<file path="config.mk">
export PLATFORM = sky130hd
export DESIGN_NAME = infix_to_postfix_converter
export DESIGN_NICKNAME = d
export VERILOG_FILES = /design/src/i2p_pkg.sv /design/src/infix_to_postfix_converter.sv /design/src/i2p_ctrl.sv /design/src/i2p_datapath.sv
export SDC_FILE = /design/constraint.sdc
export NUM_CORES = 1
export LEC_CHECK = 0
export CAP_MARGIN = 20
export CELL_PAD_IN_SITES_DETAIL_PLACEMENT = 0
export CELL_PAD_IN_SITES_GLOBAL_PLACEMENT = 1
export CORE_MARGIN = 5
export CORE_UTILIZATION = 45
export DETAILED_ROUTE_END_ITERATION = 8
export DONT_BUFFER_PORTS = 1
export GPL_TIMING_DRIVEN = 0
export PLACE_DENSITY = 0.77
export SYNTH_ARGS = -nofsm -noshare
export SYNTH_HDL_FRONTEND = slang
export SYNTH_SLANG_ARGS = --single-unit
</file>
<file path="constraint.sdc">
create_clock -name clk -period 7.2 [get_ports clk]
set_input_delay 1.08 -clock clk [delete_from_list [all_inputs] [get_ports clk]]
set_output_delay 1.08 -clock clk [all_outputs]
set_load 0.02 [all_outputs]
</file>
<file path="src/i2p_pkg.sv">
// shared types, character codes and helper functions for the infix to postfix converter
// used by i2p_ctrl, i2p_datapath and infix_to_postfix_converter; no dependencies
`default_nettype none

package i2p_pkg;

  localparam logic [7:0] CH_CARET  = 8'h5E;
  localparam logic [7:0] CH_STAR   = 8'h2A;
  localparam logic [7:0] CH_SLASH  = 8'h2F;
  localparam logic [7:0] CH_PLUS   = 8'h2B;
  localparam logic [7:0] CH_MINUS  = 8'h2D;
  localparam logic [7:0] CH_LPAREN = 8'h28;
  localparam logic [7:0] CH_RPAREN = 8'h29;
  localparam logic [7:0] CH_UP_A   = 8'h41;
  localparam logic [7:0] CH_UP_Z   = 8'h5A;
  localparam logic [7:0] CH_LO_A   = 8'h61;
  localparam logic [7:0] CH_LO_Z   = 8'h7A;

  // commands from the controller to the datapath
  typedef struct packed {
    logic load;        // capture the input transaction
    logic push;        // push the held character
    logic pop;         // drop the stack top
    logic rd_en;       // read the stack top into the read register
    logic emit_char;   // held character goes to the pending result
    logic emit_top;    // read register goes to the pending result
    logic send_final;  // close the item: pending result or bare marker to output
  } cmd_t;

  // status from the datapath to the controller
  typedef struct packed {
    logic is_letter;
    logic is_open;
    logic is_close;
    logic eoe;
    logic count_zero;
    logic top_is_open;
    logic top_pops;    // stack top outranks the held operator, or ties it when the held one is not caret
    logic emit_ok;
    logic out_free;
    logic pend_valid;
  } stat_t;

  // precedence rank; "other" ranks lowest as zero
  function automatic logic [1:0] rank(input logic [7:0] c);
    logic [1:0] r;
    r = 2'd0;
    if (c == CH_CARET) begin
      r = 2'd3;
    end else if (c == CH_STAR || c == CH_SLASH) begin
      r = 2'd2;
    end else if (c == CH_PLUS || c == CH_MINUS) begin
      r = 2'd1;
    end
    return r;
  endfunction

  function automatic logic is_letter(input logic [7:0] c);
    return (c >= CH_UP_A && c <= CH_UP_Z) || (c >= CH_LO_A && c <= CH_LO_Z);
  endfunction

endpackage

`default_nettype wire

</file>
<file path="src/infix_to_postfix_converter.sv">
// each character walks the controller states from dispatch to finish before the next is taken;
// every popped or flushed stack entry adds a read and a check state, as the stack read is registered
// reset: synchronous, clears the stack count, the overflow flag, the pending flag and output valid;
// the controller returns to idle; the stack memory is not cleared and is never read below an unwritten entry
`default_nettype none

module infix_to_postfix_converter #(
  parameter int STACK_DEPTH = 16
) (
  input  wire logic        clk,
  input  wire logic        rst,
  input  wire logic        s_tvalid,
  output logic             s_tready,
  input  wire logic [7:0]  s_tdata,   // [7:0] char_in
  input  wire logic        s_tlast,   // end_of_expr
  output logic             m_tvalid,
  input  wire logic        m_tready,
  output logic [15:0]      m_tdata,   // [7:0] char_out, [8] overflow, [15:9] zero
  output logic             m_tlast,   // last_out
  output logic             m_tuser    // has_char
);

  i2p_pkg::cmd_t  cmd;
  i2p_pkg::stat_t stat;

  i2p_ctrl u_ctrl (
    .clk      (clk),
    .rst      (rst),
    .s_tvalid (s_tvalid),
    .s_tready (s_tready),
    .stat     (stat),
    .cmd      (cmd)
  );

  i2p_datapath #(
    .STACK_DEPTH (STACK_DEPTH)
  ) u_datapath (
    .clk      (clk),
    .rst      (rst),
    .s_tdata  (s_tdata),
    .s_tlast  (s_tlast),
    .cmd      (cmd),
    .stat     (stat),
    .m_tvalid (m_tvalid),
    .m_tready (m_tready),
    .m_tdata  (m_tdata),
    .m_tlast  (m_tlast),
    .m_tuser  (m_tuser)
  );

  // nothing of a previous character is left pending when a new one is taken
  a_idle_no_pending: assert property (@(posedge clk) disable iff (rst)
    s_tready |-> !stat.pend_valid)
    else $error("pending result left over while idle");

  // a bare end marker is always the final result of its expression
  a_marker_is_last: assert property (@(posedge clk) disable iff (rst)
    (m_tvalid && !m_tuser) |-> m_tlast)
    else $error("bare marker without last flag");

  // the controller never issues two of load, push, pop, emit_char and send_final at once
  a_cmd_exclusive: assert property (@(posedge clk) disable iff (rst)
    $onehot0({cmd.load, cmd.push, cmd.pop, cmd.emit_char, cmd.send_final}))
    else $error("conflicting datapath commands");

endmodule

`default_nettype wire

</file>
<file path="src/i2p_ctrl.sv">
// controller state machine of the infix to postfix converter
// depends on i2p_pkg (cmd_t, stat_t)
`default_nettype none

module i2p_ctrl (
  input  wire logic          clk,
  input  wire logic          rst,
  input  wire logic          s_tvalid,
  output logic               s_tready,
  input  wire i2p_pkg::stat_t stat,
  output i2p_pkg::cmd_t      cmd
);

  typedef enum logic [7:0] {
    S_IDLE     = 8'b0000_0001,
    S_DISPATCH = 8'b0000_0010,
    S_READ     = 8'b0000_0100,
    S_CHECK    = 8'b0000_1000,
    S_TAIL     = 8'b0001_0000,
    S_FREAD    = 8'b0010_0000,
    S_FCHECK   = 8'b0100_0000,
    S_FINISH   = 8'b1000_0000
  } state_t;

  state_t state, state_next;

  always_ff @(posedge clk) begin
    if (rst) begin
      state <= S_IDLE;
    end else begin
      state <= state_next;
    end
  end

  assign s_tready = (state == S_IDLE);

  always_comb begin
    state_next = state;
    cmd        = '0;
    case (state)
      S_IDLE: begin
        if (s_tvalid) begin
          cmd.load   = 1'b1;
          state_next = S_DISPATCH;
        end
      end
      S_DISPATCH: begin
        if (stat.is_letter) begin
          if (stat.emit_ok) begin
            cmd.emit_char = 1'b1;
            state_next    = S_TAIL;
          end
        end else if (stat.is_open) begin
          cmd.push   = 1'b1;
          state_next = S_TAIL;
        end else begin
          state_next = S_READ;
        end
      end
      S_READ: begin
        if (stat.count_zero) begin
          // close paren with nothing left, or operator on an empty stack
          cmd.push   = !stat.is_close;
          state_next = S_TAIL;
        end else begin
          cmd.rd_en  = 1'b1;
          state_next = S_CHECK;
        end
      end
      S_CHECK: begin
        if (stat.is_close && stat.top_is_open) begin
          cmd.pop    = 1'b1;
          state_next = S_TAIL;
        end else if (!stat.is_close && (stat.top_is_open || !stat.top_pops)) begin
          cmd.push   = 1'b1;
          state_next = S_TAIL;
        end else if (stat.emit_ok) begin
          cmd.pop      = 1'b1;
          cmd.emit_top = 1'b1;
          state_next   = S_READ;
        end
      end
      S_TAIL: begin
        state_next = stat.eoe ? S_FREAD : S_FINISH;
      end
      S_FREAD: begin
        if (stat.count_zero) begin
          state_next = S_FINISH;
        end else begin
          cmd.rd_en  = 1'b1;
          state_next = S_FCHECK;
        end
      end
      S_FCHECK: begin
        if (stat.emit_ok) begin
          cmd.pop      = 1'b1;
          cmd.emit_top = 1'b1;
          state_next   = S_FREAD;
        end
      end
      S_FINISH: begin
        if (stat.pend_valid || stat.eoe) begin
          if (stat.out_free) begin
            cmd.send_final = 1'b1;
            state_next     = S_IDLE;
          end
        end else begin
          state_next = S_IDLE;
        end
      end
      default: begin
        state_next = S_IDLE;
      end
    endcase
  end

endmodule

`default_nettype wire

</file>
<file path="src/i2p_datapath.sv">
// datapath of the infix to postfix converter: operator stack memory, count,
// overflow flag, one pending result and the output register; depends on i2p_pkg
`default_nettype none

module i2p_datapath #(
  parameter int STACK_DEPTH = 16
) (
  input  wire logic           clk,
  input  wire logic           rst,
  input  wire logic [7:0]     s_tdata,
  input  wire logic           s_tlast,
  input  wire i2p_pkg::cmd_t  cmd,
  output i2p_pkg::stat_t      stat,
  output logic                m_tvalid,
  input  wire logic           m_tready,
  output logic [15:0]         m_tdata,
  output logic                m_tlast,
  output logic                m_tuser
);

  localparam int AW = (STACK_DEPTH > 1) ? $clog2(STACK_DEPTH) : 1;
  localparam int CW = $clog2(STACK_DEPTH + 1);
  localparam logic [CW-1:0] DEPTH_C = CW'(STACK_DEPTH);

  logic [7:0]    mem [STACK_DEPTH];
  logic [7:0]    ch;
  logic          eoe;
  logic [7:0]    rd_data;
  logic [CW-1:0] count;
  logic [CW-1:0] count_dec;
  logic          ovf;
  logic          full;
  logic [7:0]    pend_char;
  logic          pend_valid;
  logic          out_free;
  logic          emit;
  logic          load_out;

  assign full      = (count == DEPTH_C);
  assign count_dec = count - CW'(1);
  assign out_free  = !m_tvalid || m_tready;
  assign emit      = cmd.emit_char || cmd.emit_top;
  // the pending result moves out when a newer one replaces it or the item closes
  assign load_out  = (emit && pend_valid) || cmd.send_final;

  always_ff @(posedge clk) begin
    if (cmd.push && !full) begin
      mem[count[AW-1:0]] <= ch;
    end
    if (cmd.rd_en) begin
      rd_data <= mem[count_dec[AW-1:0]];
    end
  end

  always_ff @(posedge clk) begin
    if (cmd.load) begin
      ch  <= s_tdata;
      eoe <= s_tlast;
    end
    if (emit) begin
      pend_char <= cmd.emit_char ? ch : rd_data;
    end
  end

  always_ff @(posedge clk) begin
    if (rst) begin
      count      <= '0;
      ovf        <= 1'b0;
      pend_valid <= 1'b0;
    end else begin
      if (cmd.send_final && eoe) begin
        count <= '0;
        ovf   <= 1'b0;
      end else if (cmd.push) begin
        if (full) begin
          ovf <= 1'b1;
        end else begin
          count <= count + CW'(1);
        end
      end else if (cmd.pop) begin
        count <= count_dec;
      end
      if (emit) begin
        pend_valid <= 1'b1;
      end else if (cmd.send_final) begin
        pend_valid <= 1'b0;
      end
    end
  end

  // output register
  always_ff @(posedge clk) begin
    if (rst) begin
      m_tvalid <= 1'b0;
    end else if (load_out) begin
      m_tvalid <= 1'b1;
    end else if (m_tready) begin
      m_tvalid <= 1'b0;
    end
  end

  always_ff @(posedge clk) begin
    if (load_out) begin
      m_tdata <= {7'd0, ovf, (pend_valid ? pend_char : 8'd0)};
      m_tuser <= pend_valid;
      m_tlast <= cmd.send_final && eoe;
    end
  end

  always_comb begin
    stat             = '0;
    stat.is_letter   = i2p_pkg::is_letter(ch);
    stat.is_open     = (ch == i2p_pkg::CH_LPAREN);
    stat.is_close    = (ch == i2p_pkg::CH_RPAREN);
    stat.eoe         = eoe;
    stat.count_zero  = (count == '0);
    stat.top_is_open = (rd_data == i2p_pkg::CH_LPAREN);
    // right-associative caret does not pop its equal
    stat.top_pops    = (i2p_pkg::rank(rd_data) > i2p_pkg::rank(ch)) ||
                       ((i2p_pkg::rank(rd_data) == i2p_pkg::rank(ch)) &&
                        (ch != i2p_pkg::CH_CARET));
    stat.emit_ok     = !pend_valid || out_free;
    stat.out_free    = out_free;
    stat.pend_valid  = pend_valid;
  end

endmodule

`default_nettype wire

</file>
==> flow_metrics.env <==
export IMPL_power_switching_uw=470.1
export IMPL_h_tree_depth=4
export IMPL_vias=4096
export IMPL_grt_usage_pct=15.89
export IMPL_finalWeightedCongestion=0.8336
export IMPL_yosysWarnings=0
export IMPL_gr_total_overflow=0
export IMPL_syn_to_final_growth_pct=12.02
export IMPL_skew_ps=8.584
export IMPL_final_cell_mix="edfxtp_1 (164), mux4_2 (40), nor2_1 (25)"
export IMPL_avgSynthCellArea_um2=17.15
export IMPL_final_layout_size_suffix_gt1_share_pct=24.30
export IMPL_antenna_found_initial=0
export IMPL_required_ps=7260
export IMPL_cts_sinks=180
export IMPL_power_density_nw_per_um2=242.0
export IMPL_pwr_share_clk_pct=42.0
export IMPL_cts_setup_buffers=0
export IMPL_end_kind="flip-flop"
export IMPL_syn_area_um2=7734
export IMPL_cp_start_kind="flip-flop"
export IMPL_final_cells=723
export IMPL_finalSetupViolCount=0
export IMPL_post_route_period_util_pct=63.41
export IMPL_ctsResizeCount=0
export IMPL_cp_num_buf_inv=0
export IMPL_grt_pass1_vias=4148
export IMPL_cts_made_buffers=17
export IMPL_floorplan_initialDensity_pct=45.34
export IMPL_path_clk_slew_ps=70
export IMPL_place_ws_ps=2656
export IMPL_yosysSeqAreaShare_pct=67.82
export IMPL_path_cells="or3b_2 > nor3b_1 > a31o_2 > ha_1 > or2b_2 > a21oi_1 > o311ai_2 > nand2_1 > nand3b_1 > nor2_1"
export IMPL_outcome="finished clean"
export IMPL_nets=505
export IMPL_ios=33
export IMPL_critPathTopFamily="simple AND/OR/NAND/NOR gates"
export IMPL_grt_pass1_wl_um=23620
export IMPL_hold_viol=0
export IMPL_p_leak_uw=0.002780
export IMPL_drc=0
export IMPL_die_y_um=141.1
export IMPL_cpPeakStageDelay_ps=880
export IMPL_fp_row_count=48
export IMPL_clockBufferDepth=2
export IMPL_hpwl_um=10540
export IMPL_cp_max_fo=19
export IMPL_first_pass_iters=5
export IMPL_finalMaxSlewViolations=0
export IMPL_r2r_slack_ps=2630
export IMPL_ir_worst_vdd_v=0.0002413
export IMPL_rr_worst_depth=10
export IMPL_via_per_inst=5.665
export IMPL_critical_path_class="reg -> reg"
export IMPL_max_freq_ghz=0.2190
export IMPL_p_sw_share_pct=22.42
export IMPL_dieArea_um2=19910
export IMPL_ctsRootBufferMaster="clkbuf_16"
export IMPL_n_fill_cell=1391
export IMPL_synth_async_reset_ratio_pct=0
export IMPL_clkLatencyLatePin_ps=430
export IMPL_dp_cells=691
export IMPL_power_internal_uw=1627
export IMPL_r2r_start="u_datapath.ch[5]"
export IMPL_drtAntennaViolNets=0
export IMPL_power_frac_seq_pct=56.0
export IMPL_hold_class="reg -> reg"
export IMPL_rr_endpoint="u_datapath.mem[8][6]"
export IMPL_period_needed_ps=4565
export IMPL_portBuffers=0
export IMPL_hp_start="u_datapath.count[4]"
export IMPL_slowest_stage="edfxtp_1"
export IMPL_drv_cap=0
export IMPL_synth_seq_cells=180
export IMPL_maxSlewHeadroom_pct=33.80
export IMPL_final_common_cell="edfxtp_1"
export IMPL_hold_end="u_datapath.count[4]"
export IMPL_die_x_um=141.1
export IMPL_cts_tree="built"
export IMPL_fin_tns_setup_ps=0
export IMPL_wl_per_cell_um=20.77
export IMPL_combPwrFrac_pct=2.1
export IMPL_syn_inst=451
export IMPL_hold_path_cell_count=2
export IMPL_arrival_ps=4630
export IMPL_setup_ws_ps=2635
export IMPL_grt_max_degree=24
export IMPL_drt_wl_total_um=15020
export IMPL_synthFlopType="edfxtp_1"
export IMPL_hold_buffers=0
export IMPL_synth_edf_count=164
export IMPL_worst_slew_pin_slew_ps=990.9
export IMPL_drt_iter0_drc=367
export IMPL_n_antenna_cell=0
export IMPL_rsz0062_at_grt="false"
export IMPL_core_um2=17060
export IMPL_synth_cell_types=70
-- how the worst max path moves through the flow --
stage / from / to / cells after the start / slack [ps]
floorplan: u_datapath.ch[4] / u_datapath.mem[12][0] / 10 / 3380
global placement: u_datapath.ch[5] / u_datapath.mem[14][6] / 10 / 2350
detailed placement: u_datapath.ch[5] / u_datapath.mem[8][5] / 10 / 2660
CTS: u_datapath.ch[5] / u_datapath.mem[8][7] / 10 / 2610
global route: u_datapath.ch[5] / u_datapath.mem[12][0] / 11 / 2310
finish: u_datapath.ch[5] / u_datapath.mem[8][6] / 10 / 2630
-- logic make-up after synthesis --
logic type / synth area share (%)
flip-flops: 67.82
AO/OA/AOI/OAI: 4.644
adder cells (fa/ha/maj): 1.132
AND/OR/NAND/NOR: 10.03
XOR/XNOR: 0.5664
other: 0.04849
multiplexers: 13.36
buffers and inverters: 2.394
-- power by group through the flow --
stage | Clock, uW | Combinational, uW | Sequential [uW]
after floorplan | 0 | 35.6 | 1180
after CTS | 893 | 43.0 | 1170
after global routing | 948 | 47.3 | 1180
after global placement | 0 | 42.2 | 1190
final | 880 | 43.2 | 1170
after detailed placement | 0 | 43.0 | 1200
-- through the flow --
stage | total power, uW | utilization (%) | area, um^2 | hold WS, ps
floorplan | 1219 | - | 7756 | 409.0
global placement | 1237 | 47.12 | 8038 | 491.1
detailed placement | 1240 | 47.46 | 8095 | 489.2
CTS | 2110 | 50.79 | 8663 | 507.3
global route | 2171 | 50.79 | 8663 | 523.6
finish | 2097 | 50.79 | 8663 | 499.5
-- area by class of cell --
type / instances / area [um^2] / area share, %
flip-flops and latches: 180 / 5245 / 60.54
clock buffers: 18 / 429.2 / 4.954
repair buffers: 9 / 57.56 / 0.6644
inverters: 13 / 48.80 / 0.5633
well taps: 225 / 281.5 / 3.250
plain buffers: 24 / 136.4 / 1.574
clock inverters: 14 / 138.9 / 1.603
multi-input cells: 240 / 2326 / 26.85
-- state kept, by name, summed over array words and instances (netlist names) --
register               count
u_datapath.m_tvalid        1
u_ctrl.state               8
u_datapath.ch              8
u_datapath.pend_valid      1
u_datapath.m_tuser         1
u_datapath.ovf             1
u_datapath.rd_data         8
u_datapath.eoe             1
u_datapath.pend_char       8
u_datapath.m_tlast         1
u_datapath.mem           128
u_datapath.m_tdata         9
u_datapath.count           5
-- synth_stat cells (6+ instances only) --
master / n / share of area (%)
and2_1: 10 / 0.81
clkbuf_1: 12 / 0.58
inv_1: 13 / 0.63
a21oi_1: 12 / 0.78
nand3_1: 8 / 0.52
nand2_1: 21 / 1.0
mux2_2: 6 / 0.87
and3_1: 6 / 0.49
edfxtp_1: 164 / 64
mux4_2: 40 / 12
dfxtp_1: 16 / 4.1
nor2_1: 25 / 1.2
ha_1: 7 / 1.1
buf_4: 8 / 0.78
nor3_1: 15 / 0.97
-- tightest hold or removal path: stages, from the launching register on --
cell	delay [ps]
dfxtp_1	340
nand2_1	60
mux2i_1	50
-- metal layers --
| metal | global-route usage [%] | vias up | part of all wire (%) |
|---|---|---|---|
| li1 | - | 1855 | - |
| met3 | 4.545 | 16 | 5.6 |
| met4 | 4.488 | 0 | 1.6 |
| met2 | 24.68 | 142 | 48 |
| met5 | 0 | - | 0 |
| met1 | 22.07 | 2083 | 45 |
(Power assumes the default switching activity.)
